**config.mk**
```make
export PLATFORM = sky130hd
export DESIGN_NAME = block_transposition_cipher
export DESIGN_NICKNAME = d
export VERILOG_FILES = /design/src/design/btc_pkg.sv /design/src/design/block_transposition_cipher.sv /design/src/design/btc_dp.sv /design/src/design/btc_ctrl.sv
export SDC_FILE = /design/constraint.sdc
export NUM_CORES = 1
export LEC_CHECK = 0
export BUFFER_PORTS_ARGS = -buffer_cell sky130_fd_sc_hd__buf_2
export CORE_ASPECT_RATIO = 1.2
export CORE_MARGIN = 4
export CORE_UTILIZATION = 62
export CTS_BUF_LIST = sky130_fd_sc_hd__clkbuf_8
export DETAILED_ROUTE_END_ITERATION = 16
export GPL_TIMING_DRIVEN = 0
export MAX_ROUTING_LAYER = met4
export PLACE_DENSITY = 0.8
export SLEW_MARGIN = 20
export SYNTH_ARGS = -nofsm -noshare
export SYNTH_HDL_FRONTEND = slang
export SYNTH_SLANG_ARGS = --single-unit
```
**constraint.sdc**
```tcl
create_clock -name clk -period 4.4 [get_ports clk]
set_input_delay 0.66 -clock clk [delete_from_list [all_inputs] [get_ports clk]]
set_output_delay 0.66 -clock clk [all_outputs]
set_load 0.05 [all_outputs]
```
**src/design/btc_pkg.sv**
```systemverilog
// Shared types and constants for the block transposition cipher.
// Controller state, controller/datapath command and status bundles.
// No dependencies.
package btc_pkg;

  // Padding character inserted on flush and removed in decrypt mode
  localparam logic [7:0] PAD_BYTE = 8'h2A;

  // Input item kinds carried on tuser
  localparam logic OP_DATA  = 1'b0;
  localparam logic OP_FLUSH = 1'b1;

  // Configuration register indexes
  localparam int unsigned CFG_IDX_W = 2;
  localparam logic [CFG_IDX_W-1:0] REG_DECRYPT    = 2'd0;
  localparam logic [CFG_IDX_W-1:0] REG_BLOCK_SIZE = 2'd1;
  localparam logic [CFG_IDX_W-1:0] REG_PERM_MAP   = 2'd2;

  // Register reset values (identity permutation, 8-byte blocks, encrypt)
  localparam logic [3:0]  BLOCK_SIZE_RST = 4'd8;
  localparam logic [23:0] PERM_MAP_RST   = 24'hFAC688;

  typedef enum logic [1:0] {
    ST_IDLE,
    ST_SCAN,
    ST_FINAL
  } state_t;

  // Controller to datapath
  typedef struct packed {
    logic       wr_byte;      // store input byte at fill position
    logic       start_full;   // block completed, begin emission with no padding
    logic       start_flush;  // flush, begin emission padding past fill count
    logic       clr_fill;     // drop the pending partial block
    logic       scan_adv;     // consume candidate at current step
    logic       fin;          // move pending byte to output as last of run
    logic [2:0] step;         // output position being scanned
  } cmd_t;

  // Datapath to controller
  typedef struct packed {
    logic       fill_zero;
    logic       blk_done;     // the byte on the input completes a block
    logic       decrypt;
    logic [3:0] n_eff;
    logic       keep;         // candidate at current step survives
    logic       pend_valid;
    logic       out_free;
  } status_t;

endpackage

```
**src/design/block_transposition_cipher.sv**
```systemverilog
// Top level of the block transposition cipher.
// Joins btc_ctrl and btc_dp; depends on btc_pkg.
//
// Usage:
//   in_*  : one item per byte. in_tuser is the opcode (data byte or flush),
//           in_tdata the byte. Bytes gather into a block of block_size.
//   out_* : permuted bytes; out_tlast marks the last byte caused by one
//           input item.
//   cfg_* : register writes (decrypt mode, block size, permutation map),
//           always ready; write only while no run is in progress.
// Sequence:
//   A data byte that does not complete a block is taken without a run. An item
//   that completes a block, or a flush in encrypt mode with bytes pending,
//   starts a run that holds the input through the scan and final states,
//   the controller stepping one output position per cycle unless a stall
//   pauses it; each kept byte passes the pending, then the output register.
// Reset (rst_n, synchronous): identity permutation, 8-byte blocks, encrypt
//   mode, empty block, no output pending.
// Stall: a low out_tready holds a valid output register and pauses the scan
//   at a kept byte that needs it; input stays blocked until the run ends.
module block_transposition_cipher #(
  parameter int MAX_BLOCK = 8
) (
  input  logic                          clk,
  input  logic                          rst_n,
  input  logic                          in_tvalid,
  output logic                          in_tready,
  input  logic [7:0]                    in_tdata,   // [7:0] data_byte
  input  logic                          in_tuser,   // [0] opcode
  output logic                          out_tvalid,
  input  logic                          out_tready,
  output logic [7:0]                    out_tdata,  // [7:0] out_byte
  output logic                          out_tlast,
  input  logic                          cfg_valid,
  output logic                          cfg_ready,
  input  logic [btc_pkg::CFG_IDX_W-1:0] cfg_index,
  input  logic [23:0]                   cfg_data
);
  import btc_pkg::*;

  cmd_t    cmd;
  status_t st;

  btc_ctrl u_ctrl (
    .clk       (clk),
    .rst_n     (rst_n),
    .in_tvalid (in_tvalid),
    .in_tready (in_tready),
    .in_tuser  (in_tuser),
    .st        (st),
    .cmd       (cmd)
  );

  btc_dp #(
    .MAX_BLOCK (MAX_BLOCK)
  ) u_dp (
    .clk        (clk),
    .rst_n      (rst_n),
    .cmd        (cmd),
    .st         (st),
    .in_tdata   (in_tdata),
    .out_tvalid (out_tvalid),
    .out_tready (out_tready),
    .out_tdata  (out_tdata),
    .out_tlast  (out_tlast),
    .cfg_valid  (cfg_valid),
    .cfg_ready  (cfg_ready),
    .cfg_index  (cfg_index),
    .cfg_data   (cfg_data)
  );

endmodule

```
**src/design/btc_dp.sv**
```systemverilog
// Datapath of the block transposition cipher: config registers, block
// buffer, fill count, permutation select, pending and output registers.
// Depends on btc_pkg.
module btc_dp #(
  parameter int MAX_BLOCK = 8
) (
  input  logic                            clk,
  input  logic                            rst_n,
  input  btc_pkg::cmd_t                   cmd,
  output btc_pkg::status_t                st,
  input  logic [7:0]                      in_tdata,   // [7:0] data_byte
  output logic                            out_tvalid,
  input  logic                            out_tready,
  output logic [7:0]                      out_tdata,  // [7:0] out_byte
  output logic                            out_tlast,
  input  logic                            cfg_valid,
  output logic                            cfg_ready,
  input  logic [btc_pkg::CFG_IDX_W-1:0]   cfg_index,
  input  logic [23:0]                     cfg_data
);
  import btc_pkg::*;

  localparam int LIM = (MAX_BLOCK < 8) ? MAX_BLOCK : 8;
  localparam int IW  = $clog2(LIM);
  localparam logic [3:0] LIM_N = 4'(LIM);

  logic        decrypt_r;
  logic [3:0]  block_size_r;
  logic [23:0] perm_r;
  logic [7:0]  buf_r [LIM];
  logic [3:0]  fill_r, fill_nxt;
  logic [3:0]  bound_r;
  logic [7:0]  pend_byte_r;
  logic        pend_valid_r, pend_valid_nxt;
  logic        out_valid_r, out_valid_nxt;
  logic [7:0]  out_byte_r;
  logic        out_last_r;

  logic [3:0]    n_eff;
  logic [3:0]    wr_idx;
  logic [2:0]    src;
  logic          is_pad;
  logic [7:0]    cand;
  logic          keep;
  logic          out_free;
  logic          load_mid;

  // Clamp block size to the supported range
  always_comb begin
    if (block_size_r < 4'd2)      n_eff = 4'd2;
    else if (block_size_r > LIM_N) n_eff = LIM_N;
    else                           n_eff = block_size_r;
  end

  // Write position: overwrite last slot when size was lowered mid-block
  assign wr_idx = (fill_r < n_eff) ? fill_r : (n_eff - 4'd1);

  // Configuration writes
  assign cfg_ready = 1'b1;
  always_ff @(posedge clk) begin
    if (!rst_n) begin
      decrypt_r    <= 1'b0;
      block_size_r <= BLOCK_SIZE_RST;
      perm_r       <= PERM_MAP_RST;
    end else if (cfg_valid) begin
      unique case (cfg_index)
        REG_DECRYPT:    decrypt_r    <= cfg_data[0];
        REG_BLOCK_SIZE: block_size_r <= cfg_data[3:0];
        REG_PERM_MAP:   perm_r       <= cfg_data;
        default: ;
      endcase
    end
  end

  // Block buffer, written one byte per data item
  always_ff @(posedge clk) begin
    if (cmd.wr_byte) buf_r[wr_idx[IW-1:0]] <= in_tdata;
  end

  // Fill count and padding bound for the run being emitted
  always_comb begin
    fill_nxt = fill_r;
    if (cmd.wr_byte)                                   fill_nxt = wr_idx + 4'd1;
    if (cmd.start_full || cmd.start_flush || cmd.clr_fill) fill_nxt = 4'd0;
  end

  always_ff @(posedge clk) begin
    if (!rst_n) fill_r <= 4'd0;
    else        fill_r <= fill_nxt;
  end

  always_ff @(posedge clk) begin
    if (cmd.start_full)       bound_r <= n_eff;
    else if (cmd.start_flush) bound_r <= fill_r;
  end

  // Candidate byte for the current output position
  assign src    = perm_r[3*cmd.step +: 3];
  assign is_pad = ({1'b0, src} >= n_eff) || ({1'b0, src} >= bound_r);
  assign cand   = is_pad ? PAD_BYTE : buf_r[src[IW-1:0]];
  assign keep   = !(decrypt_r && (cand == PAD_BYTE));

  // Hold one kept byte back until we know whether it ends the run
  assign out_free = !out_valid_r || out_tready;
  assign load_mid = cmd.scan_adv && keep && pend_valid_r;

  always_comb begin
    pend_valid_nxt = pend_valid_r;
    if (cmd.scan_adv && keep) pend_valid_nxt = 1'b1;
    if (cmd.fin)              pend_valid_nxt = 1'b0;
  end

  always_ff @(posedge clk) begin
    if (cmd.scan_adv && keep) pend_byte_r <= cand;
  end

  // Output register
  always_comb begin
    if (load_mid || cmd.fin) out_valid_nxt = 1'b1;
    else if (out_tready)     out_valid_nxt = 1'b0;
    else                     out_valid_nxt = out_valid_r;
  end

  always_ff @(posedge clk) begin
    if (!rst_n) begin
      pend_valid_r <= 1'b0;
      out_valid_r  <= 1'b0;
    end else begin
      pend_valid_r <= pend_valid_nxt;
      out_valid_r  <= out_valid_nxt;
    end
  end

  always_ff @(posedge clk) begin
    if (load_mid || cmd.fin) begin
      out_byte_r <= pend_byte_r;
      out_last_r <= cmd.fin;
    end
  end

  assign out_tvalid = out_valid_r;
  assign out_tdata  = out_byte_r;
  assign out_tlast  = out_last_r;

  // Status back to the controller
  assign st.fill_zero  = (fill_r == 4'd0);
  assign st.blk_done   = ((wr_idx + 4'd1) == n_eff);
  assign st.decrypt    = decrypt_r;
  assign st.n_eff      = n_eff;
  assign st.keep       = keep;
  assign st.pend_valid = pend_valid_r;
  assign st.out_free   = out_free;

  // Checks
  a_fin_has_pend: assert property (@(posedge clk) disable iff (!rst_n)
    cmd.fin |-> pend_valid_r) else $error("final emit without pending byte");
  a_no_overrun: assert property (@(posedge clk) disable iff (!rst_n)
    load_mid |-> out_free) else $error("output register overwritten");
  a_fill_bound: assert property (@(posedge clk) disable iff (!rst_n)
    fill_r <= LIM_N) else $error("fill count beyond block limit");
  a_fin_drains: assert property (@(posedge clk) disable iff (!rst_n)
    cmd.fin |=> (!pend_valid_r && out_valid_r && out_last_r))
    else $error("final byte not moved to output");

endmodule

```
**src/design/btc_ctrl.sv**
```systemverilog
// Controller of the block transposition cipher: accepts items and steps
// through output positions of a block. Depends on btc_pkg.
module btc_ctrl (
  input  logic              clk,
  input  logic              rst_n,
  input  logic              in_tvalid,
  output logic              in_tready,
  input  logic              in_tuser,   // [0] opcode
  input  btc_pkg::status_t  st,
  output btc_pkg::cmd_t     cmd
);
  import btc_pkg::*;

  state_t     state_r, state_nxt;
  logic [2:0] step_r, step_nxt;
  logic       last_step;

  assign last_step = ({1'b0, step_r} == (st.n_eff - 4'd1));

  always_ff @(posedge clk) begin
    if (!rst_n) begin
      state_r <= ST_IDLE;
      step_r  <= 3'd0;
    end else begin
      state_r <= state_nxt;
      step_r  <= step_nxt;
    end
  end

  // Next state and commands
  always_comb begin
    state_nxt = state_r;
    step_nxt  = step_r;
    cmd       = '0;
    cmd.step  = step_r;
    in_tready = 1'b0;
    unique case (state_r)
      ST_IDLE: begin
        in_tready = 1'b1;
        if (in_tvalid) begin
          if (in_tuser == OP_DATA) begin
            cmd.wr_byte = 1'b1;
            if (st.blk_done) begin
              cmd.start_full = 1'b1;
              step_nxt       = 3'd0;
              state_nxt      = ST_SCAN;
            end
          end else if (!st.fill_zero) begin
            if (st.decrypt) begin
              cmd.clr_fill = 1'b1;
            end else begin
              cmd.start_flush = 1'b1;
              step_nxt        = 3'd0;
              state_nxt       = ST_SCAN;
            end
          end
        end
      end
      ST_SCAN: begin
        // Advance unless a kept byte must push the pending one out first
        if (!st.keep || !st.pend_valid || st.out_free) begin
          cmd.scan_adv = 1'b1;
          if (last_step) state_nxt = ST_FINAL;
          else           step_nxt  = step_r + 3'd1;
        end
      end
      ST_FINAL: begin
        if (!st.pend_valid) begin
          state_nxt = ST_IDLE;
        end else if (st.out_free) begin
          cmd.fin   = 1'b1;
          state_nxt = ST_IDLE;
        end
      end
      default: state_nxt = ST_IDLE;
    endcase
  end

  // Checks
  a_ready_idle: assert property (@(posedge clk) disable iff (!rst_n)
    (cmd.scan_adv || cmd.fin) |-> !in_tready) else $error("item taken mid-run");
  a_start_once: assert property (@(posedge clk) disable iff (!rst_n)
    (cmd.start_full || cmd.start_flush) |=> (state_r == ST_SCAN && step_r == 3'd0))
    else $error("run did not start at position zero");
  a_step_bound: assert property (@(posedge clk) disable iff (!rst_n)
    (state_r == ST_SCAN) |-> ({1'b0, step_r} < st.n_eff))
    else $error("step past block size");

endmodule
```
### After elaboration in Yosys (flattened, before gate mapping)

Memories as Yosys holds them, arrays and structs flattened.
Cells that the tools add are included.

* input bits: 40
* logic and storage cells: 107
* memory bits (writable): 64
* memories kept: 1
* register bits after elaboration: 61
* output and inout bits: 12

Memory list
* u_dp.buf_r: words 8, width 8, read ports 1, clocked after memory_dff 0, wr ports 1, line btc_dp.sv:30 `logic [7:0] buf_r [LIM];`

* magnitude comparators: 5
* bitwise gates (word level): 1
* add/subtract/negate cells: 3
* eq/ne operators: 15
* muxes and demuxes: 42
* reductions and logical operators: 26
* shift-type cells: 1
* multiply operators: 1

Operators with widths (number)
* $mux W4: 7
* $mux W2: 12
* $shiftx A24 B6 Y3: 1
* $mux W3: 7
* $reduce_and A7 Y1: 2
* $mux W1: 13
* $ne A3 B3 Y1 const B: 4
* $eq A8 B6 Y1 const B: 1
* $ge A3 B4 Y1: 2
* $mux W8: 1
* $logic_or A1 B1 Y1: 7
* $pmux W2 S3: 1
* $pmux W3 S2: 1
* $reduce_and A2 Y1: 3
* $reduce_bool A2 Y1: 3
* $mul A2 B3 Y5 const A: 1
* $add A4 B1 Y4 const B: 1
* $eq A2 B1 Y1 const B: 2
* $eq A2 B2 Y1 const B: 2
* $eq A3 B4 Y1: 1
* $eq A4 B4 Y1: 1
* $gt A4 B4 Y1 const B: 1
* $logic_not A2 Y1: 2
* $logic_not A4 Y1: 1
* other kinds (10): 17

### Depth between registers and ports, before layout

Gate-level depths: netlist of the first run.

* word-level depth: 16
* gate-level depth with buffers: 15
* depth with buffers taken out: 14

### By module

From an unflattened synthesis of the first run, not the netlist that was laid out.

* cells, all modules: 521
* area, all modules: 6155.9 um2

Modules (own cells, without submodules)
* btc_dp: area each 5676.7 um2, seq. area each 3253.1 um2, times used 1, cells an instance 464
* btc_ctrl: area each 479.2 um2, seq. area each 100.1 um2, times used 1, cells an instance 57

### Worst setup path after synthesis of the first run

No wires, ideal clock.

* path kind: reg-to-reg
* from: register u_ctrl.step_r[0]
* to: register u_dp.out_byte_r[0], in the netlist u_dp.out_tdata[0], enable pin
* buffers on the path: 3
* library setup time: 0.378 ns
* arrival time: 3.400 ns
* cell stages (with the launch flop): 15
* setup slack: 0.622 ns
* clock period less this slack: 3.778 ns
* cells stage by stage: dfxtp_1 -> buf_6 -> mux2i_1 -> mux4_2 -> buf_6 -> buf_2 -> ha_1 -> nand2b_1 -> a21o_1 -> a21oi_1 -> o221ai_2 -> and2_1 -> nor2b_1 -> o21ai_4 -> a21oi_1

* cells in the longest elaborated chain, start to end: 14

Ends and longest elaborated chain
* from (decl): line btc_ctrl.sv:15 `logic [2:0] step_r, step_nxt;`
* from (signal assigned): line btc_ctrl.sv:26 `step_r <= step_nxt;`
* $mul A2 B3 Y5 *: line btc_dp.sv:98 `assign src = perm_r[3*cmd.step +: 3];`
* $shiftx A24 B6 Y3 *: line btc_dp.sv:98
* $ge A3 B4 Y1: line btc_dp.sv:99 `assign is_pad = ({1'b0, src} >= n_eff) || ({1'b0, src} >= bound_r);`
* $logic_or A1 B1 Y1: line btc_dp.sv:99
* $mux W8 *: line btc_dp.sv:100 `assign cand = is_pad ? PAD_BYTE : buf_r[src[IW-1:0]];`
* $eq A8 B6 Y1 *: line btc_dp.sv:101 `assign keep = !(decrypt_r && (cand == PAD_BYTE));`
* $logic_and A1 B1 Y1 *: line btc_dp.sv:101
* $logic_or A1 B1 Y1 (2 in series): line btc_ctrl.sv:61 `if (!st.keep || !st.pend_valid || st.out_free) begin`
* $mux W1: line btc_ctrl.sv:61
* $mux W1: line btc_ctrl.sv:37 `unique case (state_r)`
* $logic_and A1 B1 Y1 * (2 in series): line btc_dp.sv:105 `assign load_mid = cmd.scan_adv && keep && pend_valid_r;`
* $logic_or A1 B1 Y1 *: line btc_dp.sv:135 `if (load_mid || cmd.fin) begin`
* to (signal assigned): line btc_dp.sv:136 `out_byte_r <= pend_byte_r;`
* to (decl): line btc_dp.sv:36 `logic [7:0] out_byte_r;`

Mark *: on every way between the ends. The rest lies on a longest branch, timed or not.
A chain may end at the register's enable or synchronous reset.

### Worst setup path in the final report of the first run

Ends and elaborated chain as after synthesis.

==> results of run 1 <==
[stage by stage]
| stage | utilization [%] | worst slack (ns) | cells |
|---|---|---|---|
| finish | 72.5 | 0.258 | 708 |
| global route | 72.5 | 0.0123 | 708 |
| CTS | 72.4 | 0.0334 | 708 |
| detailed placement | 68.1 | 0.00590 | 676 |
| global placement | 68.1 | 0.139 | 676 |
| floorplan | - | 0.622 | 507 |
[power by group]
part | leakage, nW | switching (W) | internal (W)
clock | 0.200 | 0.000447 | 0.000547
combinational | 1.36 | 0.000129 | 0.0000819
sequential | 1.09 | 0.0000174 | 0.00129
[path summary, 6_finish.rpt]
| path | startpoint | end | slack [ns] |
|---|---|---|---|
| max | u_ctrl.step_r[0]$_SDFFE_PN0P_ | u_dp.out_tdata[0]$_DFFE_PP_ | 0.26 |
| min | u_dp.pend_byte_r[0]$_DFFE_PP_ | u_dp.out_tdata[0]$_DFFE_PP_ | 0.42 |
| max reg2reg | u_ctrl.step_r[0]$_SDFFE_PN0P_ | u_dp.out_tdata[0]$_DFFE_PP_ | 0.26 |
| min reg2reg | u_dp.pend_byte_r[0]$_DFFE_PP_ | u_dp.out_tdata[0]$_DFFE_PP_ | 0.42 |
[Yosys cell counts (3+ instances only)]
cell,n
a22oi_1,10
buf_2,6
edfxtp_1,85
o21a_1,3
nand3_1,19
clkbuf_1,11
nor4_1,3
nor2_1,31
ha_1,10
nor3b_1,3
mux4_2,3
a21boi_0,12
a211o_1,3
and2_1,4
nand4_1,3
a21oi_1,14
mux2i_1,50
o21ai_0,16
nand2b_1,17
nor2b_1,13
dfxtp_1,40
nand2_1,91
buf_6,3
inv_1,10
nand3b_1,3
[area by class of cell]
| cell class | count | area [um^2] | share of cell area, % |
|---|---|---|---|
| plain buffers | 21 | 113 | 1.70 |
| well taps | 120 | 150 | 2.27 |
| multi-input cells | 350 | 2330 | 35.2 |
| clock inverters | 15 | 156 | 2.36 |
| flip-flops and latches | 125 | 3350 | 50.7 |
| clock buffers | 17 | 234 | 3.53 |
| inverters | 11 | 41.3 | 0.624 |
| repair buffers | 49 | 245 | 3.70 |
[logic make-up (layout without fill, tap and decap cells)]
logic type | count (synthesis) | after routing
XOR/XNOR | 5 | 5
multiplexers | 56 | 56
flip-flops | 125 | 125
AO/OA/AOI/OAI | 78 | 78
adder cells (fa/ha/maj) | 11 | 11
buffers and inverters | 32 | 113
AND/OR/NAND/NOR | 199 | 199
other | 1 | 1
[worst reg2reg max path: stages (launching register included)]
cell and delay (ns):
dfxtp_1 0.43, buf_6 0.20, mux2i_1 0.11, mux4_2 0.55, buf_6 0.19, buf_2 0.22, ha_1 0.32, nand2b_1 0.14
a21o_1 0.17, a21oi_1 0.18, o221ai_2 0.22, and2_1 0.26, nor2b_1 0.22, o21ai_4 0.14, a21oi_2 0.44
[registers in the layout, indices dropped and copies added, names as in the netlist, 2 cells and up]
| register | count |
|---|---|
| u_dp.perm_r | 24 |
| u_dp.bound_r | 4 |
| u_dp.buf_r | 64 |
| u_ctrl.step_r | 3 |
| u_dp.fill_r | 4 |
| u_dp.out_tdata | 8 |
| u_dp.block_size_r | 4 |
| u_ctrl.state_r | 2 |
| u_dp.pend_byte_r | 8 |
[layer usage]
layer / part of all wire, % / up-vias / wire length (um)
met3: 5.1 / 27 / 618
met2: 50 / 109 / 6100
met1: 42 / 1934 / 5140
li1: - / 1970 / -
met4: 2.4 / 0 / 291
met5: 0 / - / 0
[what timing repair did]
action / in CTS / in global routing
hold buffers: 0 / 0
endpoints found under the setup margin: 6 / 12
hold endpoints to repair: 0 / 0
setup buffers: 0 / 0
gates cloned: 0 / 0
gates resized for setup: 1 / 3
==> out/qor.csv, run 1 <==
metric,value,unit
"most used cell, CP",buf_6,
Max Buffers Root-to-Sink,2,
WP depth,14,
hold_ws,0.424,ns
Post-DP Area,0.00622,mm^2
core area,0.00913,mm^2
Post-Synth XOR/XNOR Area,1.01,%
final antenna-violating net count,0,
vias in the first global route,4021,
max_slew headroom,34.6,%
status,completed,
share of cells above drive strength 1,17.9,%
met1 Track Usage GR,30.1,%
CTS Buf Count,17,
Hold Fails Final Rpt,0,
Via Count,4040,
Post-Syn Area per Cell,11.5,um^2
busiest grt layer,met2,
gr usage total,24.6,%
first-pass detailed-route iteration total,6,
# DRC,0,
Clock Skew,0.0105,ns
required time worst endpoint,4.48,ns
Clock Pin Slew Worst Setup and Hold Paths,0.08,ns
multiplexer share of the synthesized area,10.8,%
CP Buf/Inv Count,3,
CTS tree,built,
post-synthesis sequential area ratio,57.6,%
total clock sinks,125,
max-slew violation count,0,
worst slew pin tran,0.977,ns
fin crit period,4.14,ns
die height,114,um
Tcrit/Tclk final,94.1,%
grt ovf,0,
post-synthesis cell type count,60,
WHS Path Cells,0,
root buf cell,clkbuf_8,
RD Place Congestion,0.852,
max frequency,241,MHz
Worst-Skew Late Latency,0.44,ns
largest area contributor in the netlist,edfxtp_1,
Mapped Area,0.00582,mm^2
initial antenna violation count,0,
vias per cell,5.71,
Final HPWL DP,8490,um
Routed WL per cell,17.2,um
instance count of the mapped netlist,507,
Crit Path Max Fanout,11,
"Top FF cell, synth",edfxtp_1,
"EDFF count, synth",85,
crit end category,flip-flop,
grt met2 use,39.1,%
largest family of logic cells by synthesized area,simple AND/OR/NAND/NOR gates,
crit start category,flip-flop,
Fillers,664,
initial core utilization,63.8,%
VDD IR max,0.302,mV
routed wire length,12100,um
Total Power,0.00251,W
GR met3 Demand/Resource,6.51,%
Buffers on Ports,49,
WS Path Type,flip-flop to flip-flop,
largest cells by area after synthesis,"edfxtp_1 44%, dfxtp_1 14%, mux2i_1 8.6%",
post-synthesis simple-gate area fraction,16.1,%
CP top delay family,compound AO/OA/AOI/OAI gates,
yosys warns,0,
crit-path cells,buf_6 -> mux2i_1 -> mux4_2 -> buf_6 -> buf_2 -> ha_1 -> nand2b_1 -> a21o_1 -> a21oi_1 -> o221ai_2 -> and2_1 -> nor2b_1 -> o21ai_4 -> a21oi_2,
Pleak,2.65,nW
crit path DAT,4.22,ns
RSZ-0062 raised after global routing,no,
Adder-Cell Fraction of Synth Area,2.32,%
post-layout net count,625,
Max H-tree Level,4,
most frequent cells in the layout,"91 x nand2_1, 85 x edfxtp_1, 55 x buf_2, 50 x mux2i_1, 40 x dfxtp_1",
Synth top area share,43.8,%
Area Growth Syn to Fin,13.7,%
Site Rows,38,
die area,0.0110,mm^2
pin count of the biggest net entering global routing,17,
# setup viols final,0,
Hold Path Class,flip-flop to flip-flop,
R2R depth,14,
Initial DRC Count,278,
CP max stage delay,0.55,ns
compound-gate portion of the synthesized area,9.45,%
Synth Register Bits,125,
Antenna Cells,0,
CP max-delay cell,mux4_2,
post-route setup TNS,0,ns
Pwr per Cell Area,379,mW/mm^2
die width,96.5,um
maxcap violations,0,
Post-synth ARST share,0,%
first-pass GRT wire length,19500,um
design area,0.00662,mm^2
synthesized netlist net count,557,
"most common cell after layout, fill and taps aside",nand2_1,
IO Pins,52,
Power figures use the tool's default switching activity.
==> run 2, diff against run 1 <==
--- a/config.mk
+++ b/config.mk
@@ -6,9 +6,11 @@
 export NUM_CORES = 1
 export LEC_CHECK = 0
 export BUFFER_PORTS_ARGS = -buffer_cell sky130_fd_sc_hd__buf_2
+export CELL_PAD_IN_SITES_DETAIL_PLACEMENT = 1
+export CELL_PAD_IN_SITES_GLOBAL_PLACEMENT = 1
 export CORE_ASPECT_RATIO = 1.2
 export CORE_MARGIN = 4
-export CORE_UTILIZATION = 62
+export CORE_UTILIZATION = 50
 export CTS_BUF_LIST = sky130_fd_sc_hd__clkbuf_8
 export DETAILED_ROUTE_END_ITERATION = 16
 export GPL_TIMING_DRIVEN = 0
==> out/qor.csv, run 2 (synthesis results as in run 1) <==
metric,value,unit,change
post-layout net count,625,,unchanged
Routed WL per cell,19.8,um,+15%
Sequential Area,0.00335,mm^2,unchanged
post-layout utilization of the core,60.3,%,-12 points
Via Count,4165,,+3.1%
die width,107,um,+10%
Post-DP Area,0.00626,mm^2,+0.68%
CP top delay family,compound AO/OA/AOI/OAI gates,,
vias in the first global route,4512,,+12%
"most common cell after layout, fill and taps aside",nand2_1,,
crit start category,flip-flop,,
CTS tree,built,,
Max H-tree Level,4,,unchanged
Hold Fails Final Rpt,0,,unchanged
RSZ-0062 raised after global routing,no,,
post-route setup TNS,0,ns,unchanged
final worst slack,0.301,ns,+0.0430 ns
Max Buffers Root-to-Sink,2,,unchanged
# DRC,0,,unchanged
core area,0.0112,mm^2,+23%
required time worst endpoint,4.73,ns,+0.25 ns
Area Growth Syn to Fin,15.9,%,
Final HPWL DP,9990,um,+18%
grt ovf,0,,unchanged
final antenna-violating net count,0,,unchanged
footprint of the multi-input gates,0.00235,mm^2,+0.91%
Setup WS pre-CTS,-0.0628,ns,-0.0687 ns
fin crit period,4.10,ns,-0.0430 ns
CP Buf/Inv Count,1,,-2
CP max stage delay,0.53,ns,-0.02 ns
total clock sinks,125,,unchanged
Clock Skew,0.00705,ns,-0.00347 ns
max_slew headroom,36.8,%,+2.2 points
max-slew violation count,0,,unchanged
Fillers,1204,,+81%
status,completed,,
share of cells above drive strength 1,19.2,%,+1.4 points
vias per cell,5.61,,-1.6%
Buffers on Ports,49,,unchanged
Hold Path Class,primary input to flip-flop,,
Pleak,2.68,nW,+1.1%
initial antenna violation count,0,,unchanged
first-pass GRT wire length,23700,um,+22%
Site Rows,42,,+11%
Tcrit/Tclk final,93.1,%,-0.98 points
routed wire length,14700,um,+21%
die height,126,um,+11%
crit end category,flip-flop,,
# setup viols final,0,,unchanged
CP max-delay cell,o21ai_1,,
max frequency,244,MHz,+1.0%
Antenna Cells,0,,unchanged
crit-path cells,nand2b_1 -> nand2_1 -> ha_1 -> o21a_1 -> o21ai_0 -> o21ai_1 -> mux2i_2 -> inv_1 -> ha_1 -> xor3_1 -> nand4_1 -> a21oi_1 -> nor2b_1 -> o31a_1,,
VDD IR max,0.184,mV,-39%
first-pass detailed-route iteration total,5,,-1
most frequent cells in the layout,"90 x nand2_1, 85 x edfxtp_1, 54 x buf_2, 49 x mux2i_1, 40 x dfxtp_1",,
initial core utilization,52.0,%,-12 points
IO Pins,52,,unchanged
Crit Path Max Fanout,8,,-3
RD Place Congestion,0.854,,+0.31%
Largest register FFs,64,,unchanged
"most used cell, CP",ha_1,,
Initial DRC Count,233,,-16%
CTS Buf Count,17,,unchanged
WS Path Type,flip-flop to flip-flop,,
maxcap violations,0,,unchanged
Pwr per Cell Area,394,mW/mm^2,+3.9%
die area,0.0134,mm^2,+22%
Clock Pin Slew Worst Setup and Hold Paths,0.08,ns,about the same
pin count of the biggest net entering global routing,17,,unchanged
crit path DAT,4.43,ns,+0.21 ns
design area,0.00675,mm^2,+1.9%
root buf cell,clkbuf_8,,
Worst-Skew Late Latency,0.45,ns,about the same
worst slew pin tran,0.945,ns,-0.0327 ns
gr usage total,23.8,%,-0.83 points
[run 2: changes by cell type in the layout (fill, tap and decap cells not counted)]
cell / change
mux2i_2: +1
a21oi_2: -2
nand2_2: +1
mux2i_1: -1
buf_4: +1
nand2_1: -1
inv_6: +3
a21oi_4: +2
clkinv_1: -4
clkbuf_8: +2
bufinv_16: +1
buf_2: -1
inv_1: -2
[run 2: final cells by class]
cell class,count,area share (%)
sequential,125,49.7
multi-input combinational,350,34.8
clock buffer,19,3.88
timing repair buffer,50,3.75
tap,154,2.86
clock inverter,13,2.76
buffer,20,1.59
inverter,11,0.668
[run 2: report_power, final]
part,switching [W],total [W],internal (W)
Clock,0.000479,0.00113,0.000651
Combinational,0.000139,0.000222,0.0000827
Sequential,0.0000193,0.00131,0.00129
[run 2: worst paths after layout]
kind / startpoint / end / slack (ns) / cells past startpoint
worst min-delay path: cfg_data[19] / u_dp.perm_r[19]$_SDFFE_PN1P_ / 0.42 / 3
worst max register to register: u_dp.block_size_r[1]$_SDFFE_PN0P_ / u_ctrl.step_r[2]$_SDFFE_PN0P_ / 0.30 / 14
worst max-delay path: u_dp.block_size_r[1]$_SDFFE_PN0P_ / u_ctrl.step_r[2]$_SDFFE_PN0P_ / 0.30 / 14
worst min register to register: u_dp.pend_byte_r[4]$_DFFE_PP_ / u_dp.out_tdata[4]$_DFFE_PP_ / 0.42 / 0
[run 2: metrics by stage]
step	hold slack [ns]	cells	power, W
6_report	0.416	742	0.00266
2_1_floorplan	0.400	507	0.00147
3_5_place_dp	0.406	710	0.00155
5_1_grt	0.424	742	0.00275
4_1_cts	0.408	742	0.00267
3_3_place_gp	0.403	710	0.00154
[run 2: routing by layer]
layer | wire (um) | GRT usage, % | vias to the layer above
met1 | 5950 | 27.3 | 2037
met5 | 0 | - | -
met3 | 544 | 4.25 | 33
met2 | 7800 | 41.4 | 128
li1 | - | - | 1967
met4 | 399 | 9.03 | 0
[run 2: repair_timing]
item                       in CTS  in global routing
setup endpoints to repair      17                 32
hold buffers                    0                  0
resized for setup               2                  7
pin swaps                       0                  1
setup buffers                   0                  1
[run 2: tightest hold or removal path, stage by stage]
cell	delay (ns)
buf_2	0.07
nand2_1	0.04
nand3_1	0.06
==> run 3, diff against run 2 <==
--- a/config.mk
+++ b/config.mk
@@ -11,11 +11,12 @@
 export CORE_ASPECT_RATIO = 1.2
 export CORE_MARGIN = 4
 export CORE_UTILIZATION = 50
-export CTS_BUF_LIST = sky130_fd_sc_hd__clkbuf_8
+export CTS_BUF_LIST = sky130_fd_sc_hd__clkbuf_2
 export DETAILED_ROUTE_END_ITERATION = 16
 export GPL_TIMING_DRIVEN = 0
 export MAX_ROUTING_LAYER = met4
 export PLACE_DENSITY = 0.8
+export SKIP_CTS_REPAIR_TIMING = 1
 export SLEW_MARGIN = 20
 export SYNTH_ARGS = -nofsm -noshare
 export SYNTH_HDL_FRONTEND = slang
==> out/qor.csv, run 3 (synthesis results as in run 1) <==
metric,value,unit,change
"most common cell after layout, fill and taps aside",nand2_1,,
R2R depth,14,,unchanged
total clock sinks,125,,unchanged
Clk pwr share,34.8,%,-7.7 points
Crit Path Max Fanout,11,,+3
CTS tree,built,,
Final HPWL DP,9990,um,unchanged
Routed WL per cell,18.5,um,-6.6%
Reg-to-Reg End,u_dp.pend_byte_r[5]$_DFFE_PP_,,
Clock Pin Slew Worst Setup and Hold Paths,0.19,ns,+0.11 ns
crit path DAT,4.49,ns,+0.06 ns
design area,0.00658,mm^2,-2.5%
crit-path cells,buf_6 -> mux2i_1 -> mux4_2 -> buf_6 -> buf_2 -> ha_1 -> nand2b_1 -> a21o_1 -> a21oi_1 -> o221ai_2 -> and2_1 -> nor2b_1 -> o21ai_4 -> a21oi_2,,
status,completed,,
routed wire length,13700,um,-6.4%
internal power,0.00175,W,-14%
CP max stage delay,0.44,ns,-0.09 ns
required time worst endpoint,4.74,ns,about the same
IO Pins,52,,unchanged
core area,0.0112,mm^2,unchanged
Setup crit end,u_dp.pend_byte_r[5]$_DFFE_PP_,,
grt ovf,0,,unchanged
# DRC,0,,unchanged
post-layout net count,626,,+0.16%
CP top delay family,compound AO/OA/AOI/OAI gates,,
Max Buffers Root-to-Sink,2,,unchanged
Post-Layout Cell Count,743,,+0.13%
share of cells above drive strength 1,19.0,%,-0.20 points
gr usage total,22.3,%,-1.5 points
initial antenna violation count,0,,unchanged
maxcap violations,0,,unchanged
max frequency,241,MHz,-1.2%
fin crit period,4.15,ns,+0.0516 ns
switch share,25.4,%,+1.4 points
vias in the first global route,4396,,-2.6%
RD Place Congestion,0.854,,unchanged
# setup viols final,0,,unchanged
Area Growth Syn to Fin,12.9,%,
Pleak,2.62,nW,-2.3%
Via Count,4066,,-2.4%
root buf cell,clkbuf_2,,
die height,126,um,unchanged
worst reg2reg startpoint,u_ctrl.step_r[0]$_SDFFE_PN0P_,,
crit start category,flip-flop,,
final antenna-violating net count,0,,unchanged
Hold Path Class,primary input to flip-flop,,
pin count of the biggest net entering global routing,17,,unchanged
RSZ-0062 raised after global routing,no,,
max_slew headroom,37.4,%,+0.62 points
CTS Buf Count,17,,unchanged
Initial DRC Count,191,,-18%
Max H-tree Level,4,,unchanged
die width,107,um,unchanged
first-pass GRT wire length,22500,um,-5.0%
first-pass detailed-route iteration total,5,,unchanged
crit end category,flip-flop,,
Largest register FFs,64,,unchanged
Site Rows,42,,unchanged
Buffers on Ports,49,,unchanged
vias per cell,5.47,,-2.5%
part of the power in registers,55.9,%,+6.7 points
initial core utilization,52.0,%,unchanged
Net Switching,0.000594,W,-7.0%
Antenna Cells,0,,unchanged
WS Path Type,flip-flop to flip-flop,,
die area,0.0134,mm^2,unchanged
Hold Fails Final Rpt,0,,unchanged
worst slew pin tran,0.935,ns,-0.00931 ns
Post-Place Cells,710,,unchanged
CP Buf/Inv Count,3,,+2
R2R setup slack,0.25,ns,-0.05 ns
Post-DP Area,0.00626,mm^2,unchanged
max-slew violation count,0,,unchanged
Worst-Skew Late Latency,0.68,ns,+0.23 ns
most frequent cells in the layout,"90 x nand2_1, 85 x edfxtp_1, 55 x buf_2, 49 x mux2i_1, 40 x dfxtp_1",,
VDD IR max,0.142,mV,-22%
Clock Skew,0.0231,ns,+0.0160 ns
Comb power frac,9.3,%,+1.0 points
Pwr per Cell Area,356,mW/mm^2,-9.8%
CP max-delay cell,dfxtp_1,,
critical path launch point,u_ctrl.step_r[0]$_SDFFE_PN0P_,,
WP depth,14,,unchanged
Tcrit/Tclk final,94.3,%,+1.2 points
"most used cell, CP",buf_6,,
-- run 3: cell types whose count changed in the layout (fill, tap and decap cells not counted), sizes merged --
cell	previous run	this run
clkinv	5	7
clkbuf	30	28
buf	59	60
-- run 3: layout make-up --
cell class / count / area [um^2]
plain buffers: 21 / 113
clock buffers: 17 / 85.1
clock inverters: 15 / 194
fillers: 1213 / 4620
inverters: 11 / 45.0
multi-input cells: 350 / 2340
flip-flops and latches: 125 / 3350
well taps: 154 / 193
repair buffers: 50 / 253
-- run 3: worst min-delay path by stage --
stage	slack [ns]	startpoint	to	depth (start not counted)
6_report	0.18	cfg_data[19]	u_dp.perm_r[19]$_SDFFE_PN1P_	3
4_1_cts	0.12	cfg_data[14]	u_dp.perm_r[14]$_SDFFE_PN1P_	3
2_1_floorplan	0.40	u_dp.pend_byte_r[0]$_DFFE_PP_	u_dp.out_tdata[0]$_DFFE_PP_	0
3_3_place_gp	0.40	u_dp.pend_byte_r[7]$_DFFE_PP_	u_dp.out_tdata[7]$_DFFE_PP_	0
3_5_place_dp	0.41	u_dp.pend_byte_r[0]$_DFFE_PP_	u_dp.out_tdata[0]$_DFFE_PP_	0
5_1_grt	0.12	cfg_data[14]	u_dp.perm_r[14]$_SDFFE_PN1P_	3
-- run 3: tightest hold or removal path: stages --
cell	delay, ns
buf_2	0.07
nand2_1	0.04
nand3_1	0.06
-- run 3: power groups by stage --
stage          clock (W)  combinational, W  sequential, W
6_report        0.000814          0.000218        0.00131
5_1_grt         0.000886          0.000243        0.00131
4_1_cts         0.000827          0.000217        0.00131
3_5_place_dp           0          0.000215        0.00133
3_3_place_gp           0          0.000205        0.00133
2_1_floorplan          0          0.000141        0.00133
-- run 3: through the flow --
step	worst slack [ns]	hold slack, ns	power (W)	TNS, ns	utilization [%]
finish	0.250	0.178	0.00234	0	58.8
global route	0.000303	0.124	0.00244	0	58.8
CTS	-0.0982	0.117	0.00235	-0.858	58.4
detailed placement	-0.0628	0.406	0.00155	-0.564	55.9
global placement	0.0730	0.403	0.00154	0	55.9
floorplan	0.622	0.400	0.00147	0	-
-- run 3: metal layers --
metal / GRT usage [%] / share of wire [%] / vias to the layer above
li1: - / - / 1974
met1: 26.0 / 41 / 1976
met2: 38.6 / 54 / 101
met3: 5.07 / 4.0 / 15
met4: 6.17 / 1.1 / 0
met5: - / 0 / -
